--- src/rtl/core/cunr_pkg.sv ---
`default_nettype none
// ----------------------------------------------------------------------------
// Combination unranker package
// Shared field widths, controller states, command and status structs.
// ----------------------------------------------------------------------------
package cunr_pkg;

	localparam int IDX_W  = 7;
	localparam int RANK_W = 61;
	localparam int EIDX_W = 6;
	localparam int STAT_W = 2;
	localparam int IN_W   = 80;
	localparam int OUT_W  = 8;

	typedef enum logic [STAT_W-1:0] {
		RES_OK     = 2'd0,
		RES_EMPTY  = 2'd1,
		RES_EXCEED = 2'd2
	} res_status_t;

	typedef enum logic [2:0] {
		FSM_FILL,
		FSM_IDLE,
		FSM_CHECK,
		FSM_SPECIAL,
		FSM_SAT,
		FSM_WALK
	} fsm_state_t;

	typedef struct packed {
		logic fill;
		logic load;
		logic rd_first;
		logic sat;
		logic step;
		logic emit_special;
	} cunr_cmd_t;

	typedef struct packed {
		logic fill_done;
		logic special;
		logic out_free;
		logic take_last;
	} cunr_stat_t;

endpackage
`default_nettype wire

--- src/rtl/core/cunr_ctrl.sv ---
`default_nettype none
// ----------------------------------------------------------------------------
// Combination unranker controller
// Sequences the table build, the rank check and the element walk.
// ----------------------------------------------------------------------------
module cunr_ctrl (
	input  wire                  clk,
	input  wire                  arst_n,
	input  wire                  s_axis_tvalid,
	output logic                 s_axis_tready,
	input  cunr_pkg::cunr_stat_t stat,
	output cunr_pkg::cunr_cmd_t  cmd
);
	import cunr_pkg::*;

	fsm_state_t state_q;
	fsm_state_t state_nx;

	always_ff @(posedge clk or negedge arst_n) begin
		if (!arst_n) begin
			state_q <= FSM_FILL;
		end else begin
			state_q <= state_nx;
		end
	end

	always_comb begin
		state_nx = state_q;
		case (state_q)
			FSM_FILL: begin
				if (stat.fill_done) state_nx = FSM_IDLE;
			end
			FSM_IDLE: begin
				if (s_axis_tvalid) state_nx = FSM_CHECK;
			end
			FSM_CHECK: begin
				state_nx = stat.special ? FSM_SPECIAL : FSM_SAT;
			end
			FSM_SPECIAL: begin
				if (stat.out_free) state_nx = FSM_IDLE;
			end
			FSM_SAT: begin
				state_nx = FSM_WALK;
			end
			FSM_WALK: begin
				if (stat.out_free && stat.take_last) state_nx = FSM_IDLE;
			end
			default: begin
				state_nx = FSM_FILL;
			end
		endcase
	end

	always_comb begin
		cmd           = '0;
		s_axis_tready = 1'b0;
		case (state_q)
			FSM_FILL: begin
				cmd.fill = 1'b1;
			end
			FSM_IDLE: begin
				s_axis_tready = 1'b1;
				cmd.load      = s_axis_tvalid;
			end
			FSM_CHECK: begin
				cmd.rd_first = !stat.special;
			end
			FSM_SPECIAL: begin
				cmd.emit_special = stat.out_free;
			end
			FSM_SAT: begin
				cmd.sat = 1'b1;
			end
			FSM_WALK: begin
				cmd.step = stat.out_free;
			end
			default: begin
				cmd = '0;
			end
		endcase
	end

endmodule
`default_nettype wire

--- config.mk ---
export PLATFORM = sky130hd
export DESIGN_NAME = cunr_ctrl
export DESIGN_NICKNAME = d
export VERILOG_FILES = /design/src/rtl/core/cunr_pkg.sv /design/src/rtl/core/cunr_ctrl.sv
export SDC_FILE = /design/constraint.sdc
export NUM_CORES = 1
export LEC_CHECK = 0
export BUFFER_PORTS_ARGS = -buffer_cell sky130_fd_sc_hd__buf_4
export CORE_AREA = 4 4 41 43
export DETAILED_ROUTE_END_ITERATION = 10
export DIE_AREA = 0 0 45 47
export MAX_ROUTING_LAYER = met4
export PLACE_DENSITY = 0.51
export SLEW_MARGIN = 20
export SYNTH_ARGS = -nofsm -noshare
export SYNTH_HDL_FRONTEND = slang
export SYNTH_SLANG_ARGS = --single-unit
--- constraint.sdc ---
create_clock -name clk -period 1.3 [get_ports clk]
set_input_delay 0.065 -clock clk [delete_from_list [all_inputs] [get_ports clk]]
set_output_delay 0.065 -clock clk [all_outputs]
set_load 0.01 [all_outputs]
# Word level (Yosys, flattened, before mapping)
# Cells that the tools add are included.
# totals
out_inout_bits	7
in_bits	7
wordCells	27
register_bits	3
# op_classes
n_mux	13
reduce_logical	4
eq_ne	9
# op_table
operator	count
$pmux W3 S6	1
$mux W3	5
$ne A2 B2 Y1 const B	4
$mux W1	7
$eq A3 B2 Y1 const B	2
$eq A3 B3 Y1 const B	2
$reduce_and A4 Y1	1
$eq A3 B1 Y1 const B	1
$logic_not A3 Y1	1
$logic_and A1 B1 Y1	1
$logic_not A1 Y1	1

# Longest topological paths before layout
# logic_depth
ltp_word	3
mapped_depth	4
ltp_nobuf	3

# Worst setup path after synthesis
# Ideal clock, no wire load.
# synth_timing
path_type	flip-flop to flip-flop
from	reg state_q[2]
to	reg state_q[0]
stages_incl_launch_ff	5
required_time_ns	1.174
period_less_slack_ns	1.121
path_slack_ns	0.179
t_arrival_ns	0.995
setup_time_ns	0.126
n_path_buf	1
path_cell_list	dfrtp_1 > buf_6 > or3_1 > a21oi_1 > a211oi_1
# synth_between
elab_chain_len	3
elab_cells_between_ends	12
cone_classes	eq/ne: 9; mux: 1; reduce/logical: 2
# synth_lines
item	line	source
start, declared	cunr_ctrl.sv:16	fsm_state_t state_q;
start signal, assigned	cunr_ctrl.sv:23	state_q <= state_nx;
$eq A3 B3 Y1 (tied with other cells)	cunr_ctrl.sv:29	case (state_q)
$ne A2 B2 Y1 (no source line)	--	
$reduce_and A4 Y1 (no source line)	--	
# Parallel ways exist; a longest one is shown, timed or not.
# A chain may end at the register's enable or synchronous reset.

==> flow_metrics.py <==
metrics = {
    "run_status": {
        "run_status": "complete, no violations",
    },
    "yosys": {
        "postSynthAreaPerCell_um2": 9.07,
        "netlist_area_um2": 254,
        "ys_types": 17,
        "synth-seq-cells": 3,
        "ys_seq_area_share_pct": 29.6,
        "syn_nets": 35,
        "yosys_warnings": 0,
        "syn_inst": 28,
    },
    "die": {
        "die_x_um": 45,
        "core_um2": 1300,
        "die-area_um2": 2120,
        "rows": 13,
        "start_util_pct": 19.5,
        "die_y_um": 47,
        "io_pins": 14,
    },
    "cells_and_area": {
        "nets": 60,
        "mostFrequentLayoutCells": "18 x buf_4, 4 x buf_6",
        "largest_reg_flops": 3,
        "fillers": 152,
        "syn_to_final_growth_pct": 80.3,
        "final_layout_size_suffix_gt1_share_pct": 59.6,
        "fin_cells": 67,
        "largestRegisters": "state_q: 3 flops",
        "top_register": "state_q",
        "n_antenna_cell": 0,
        "layout_commonest_cell": "buf_4",
    },
    "worst_setup_path": {
        "critPathMaxStageDelay_ns": 0.38,
        "arrival_ns": 1.21,
        "worst-path-max-fanout": 9,
        "cp-end-kind": "output port",
        "start_kind": "flip-flop",
        "crit_chain": "buf_6 > nor3b_4 > and2_4 > buf_6",
        "cp_data_required_time_ns": 1.24,
        "slowest_stage": "dfrtp_1",
        "worstSetupPathType": "flip-flop to output port",
        "crit_buf_inv": 2,
        "crit_top_cell": "buf_6",
        "cp_top_family": "flip-flops",
    },
    "drt": {
        "wl_per_cell_um": 10.6,
        "vias": 296,
        "finalWirelength_um": 709,
        "drt_first_iter_violations": 2,
        "via_per_inst": 4.42,
        "route.detailed.drc": 0,
        "drtAntennaViolNets": 0,
        "first_pass_iters": 4,
    },
    "clock_network": {
        "clock-root-buffer": "clkbuf_4",
        "clockBufferDepth": 2,
        "cts_tree": "built",
        "clk_pin_slew_ns": 0.04,
        "htreeDepth": 1,
        "clock-sinks": 3,
        "cts_buffers": 3,
        "clock_latency_ns": 0.23,
    },
    "power_and_ir_drop": {
        "leakage_nw": 0.228,
        "irDropWorstVdd_v": 0.000780,
        "pwr_density_cell_nw_per_um2": 2030,
        "finalPower_mw": 0.929,
    },
    "global_routing": {
        "track_usage_pct": 8.09,
        "grt_pass1_vias": 299,
        "antenna_found_initial": 0,
        "grt_pass1_wl_mm": 1.12,
        "grt_max_degree": 11,
        "globalRouteOverflowTotal": 0,
    },
    "place": {
        "place_ws_ns": 0.131,
        "io_buffers": 13,
        "dp_hpwl_um": 460,
        "place.gp.congestion": 0.682,
        "place_inst": 55,
    },
    "timing": {
        "rsz0062_at_grt": "yes",
        "hold_viol": 0,
        "clock-skew-final_ns": 0.00188,
        "finalCritPeriodShare_pct": 98.3,
        "setup_slack_ns": 0.0227,
        "fmax_ghz": 0.783,
        "tightest_slew_ns": 0.216,
        "holdWs_ns": 0.0902,
        "timing.setup.tns_ns": 0,
        "slew_violations": 0,
        "fin_crit_ns": 1.28,
        "relSlewSlack_pct": 85.5,
        "finalSetupViolCount": 0,
    },
    "flow_run": {
        "maxCapViolCount": 0,
    },
    "hold_path": {
        "hp-class": "primary input to flip-flop",
    },
}
-- path summary, 6_finish.rpt --
path | slack [ns] | cells after the start | startpoint | to
min in group asynchronous | 0.16 | 2 | arst_n | state_q[1]
max in group asynchronous | 1.03 | 2 | arst_n | state_q[2]
min reg2reg | 0.59 | 1 | state_q[0] | state_q[2]
max | 0.02 | 4 | state_q[1] | cmd[4]
min | 0.09 | 4 | stat[0] | state_q[2]
max reg2reg | 0.04 | 4 | state_q[2] | state_q[0]
-- metrics by stage --
stage / instance area (um^2) / util, %
after floorplan: 254 / -
after global placement: 352 / 27.0
after detailed placement: 352 / 27.0
after CTS: 447 / 34.3
after global routing: 458 / 35.2
final: 458 / 35.2
-- worst min-delay path: cells and delay by family --
| family | cells | cell delay (ns) |
|---|---|---|
| AND/OR/NAND/NOR | 2 | 0.09 |
| buffers and inverters | 1 | 0.07 |
| AO/OA/AOI/OAI | 1 | 0.05 |
-- layer usage --
metal | share of wire (%) | GRT usage (%) | up-vias
met5 | 0 | - | -
met4 | 2.3 | 8.77 | 0
met3 | 6.5 | 1.53 | 2
met2 | 49 | 12.4 | 15
met1 | 42 | 8.24 | 133
li1 | - | - | 146
-- area by class of cell --
cell class | count | area, um^2 | share of cell area (%)
repair buffers | 23 | 190 | 41.5
multi-input cells | 21 | 141 | 30.9
flip-flops and latches | 3 | 77.6 | 16.9
clock buffers | 4 | 26.3 | 5.74
well taps | 15 | 18.8 | 4.10
inverters | 1 | 3.75 | 0.820
-- cell usage after synthesis --
master	instances	area, um^2
a21oi_1	3	15.0
buf_6	3	33.8
dfrtp_1	3	75.1
nand2_1	3	11.3
nor3_1	3	15.0
a211oi_1	2	15.0
and2_4	1	8.76
and2b_2	1	8.76
and4b_2	1	11.3
inv_1	1	3.75
mux2i_1	1	10.0
nand2b_1	1	6.26
nor2_1	1	3.75
nor2b_1	1	6.26
nor3b_4	1	18.8
o21ai_0	1	5.00
or3_1	1	6.26
-- cell families after synthesis --
logic type	share of synthesized area (%)
flops	29.6
simple gates	37.9
compound gates	13.8
mux	3.94
buf+inv	14.8
-- where the power goes --
part           switching (mW)  leakage [nW]  internal (mW)
clock                  0.0454        0.0150          0.115
sequential             0.0596        0.0339          0.137
combinational           0.223         0.179          0.350
-- repair_timing --
item,CTS,global route
cloned,0,0
gates resized for setup,5,2
pin swaps,2,2
hold endpoints to repair,3,0
setup endpoints to repair,2,4
buffers inserted,6,1
hold buffers,1,0
Note: power is estimated with default switching activity, not from simulation.
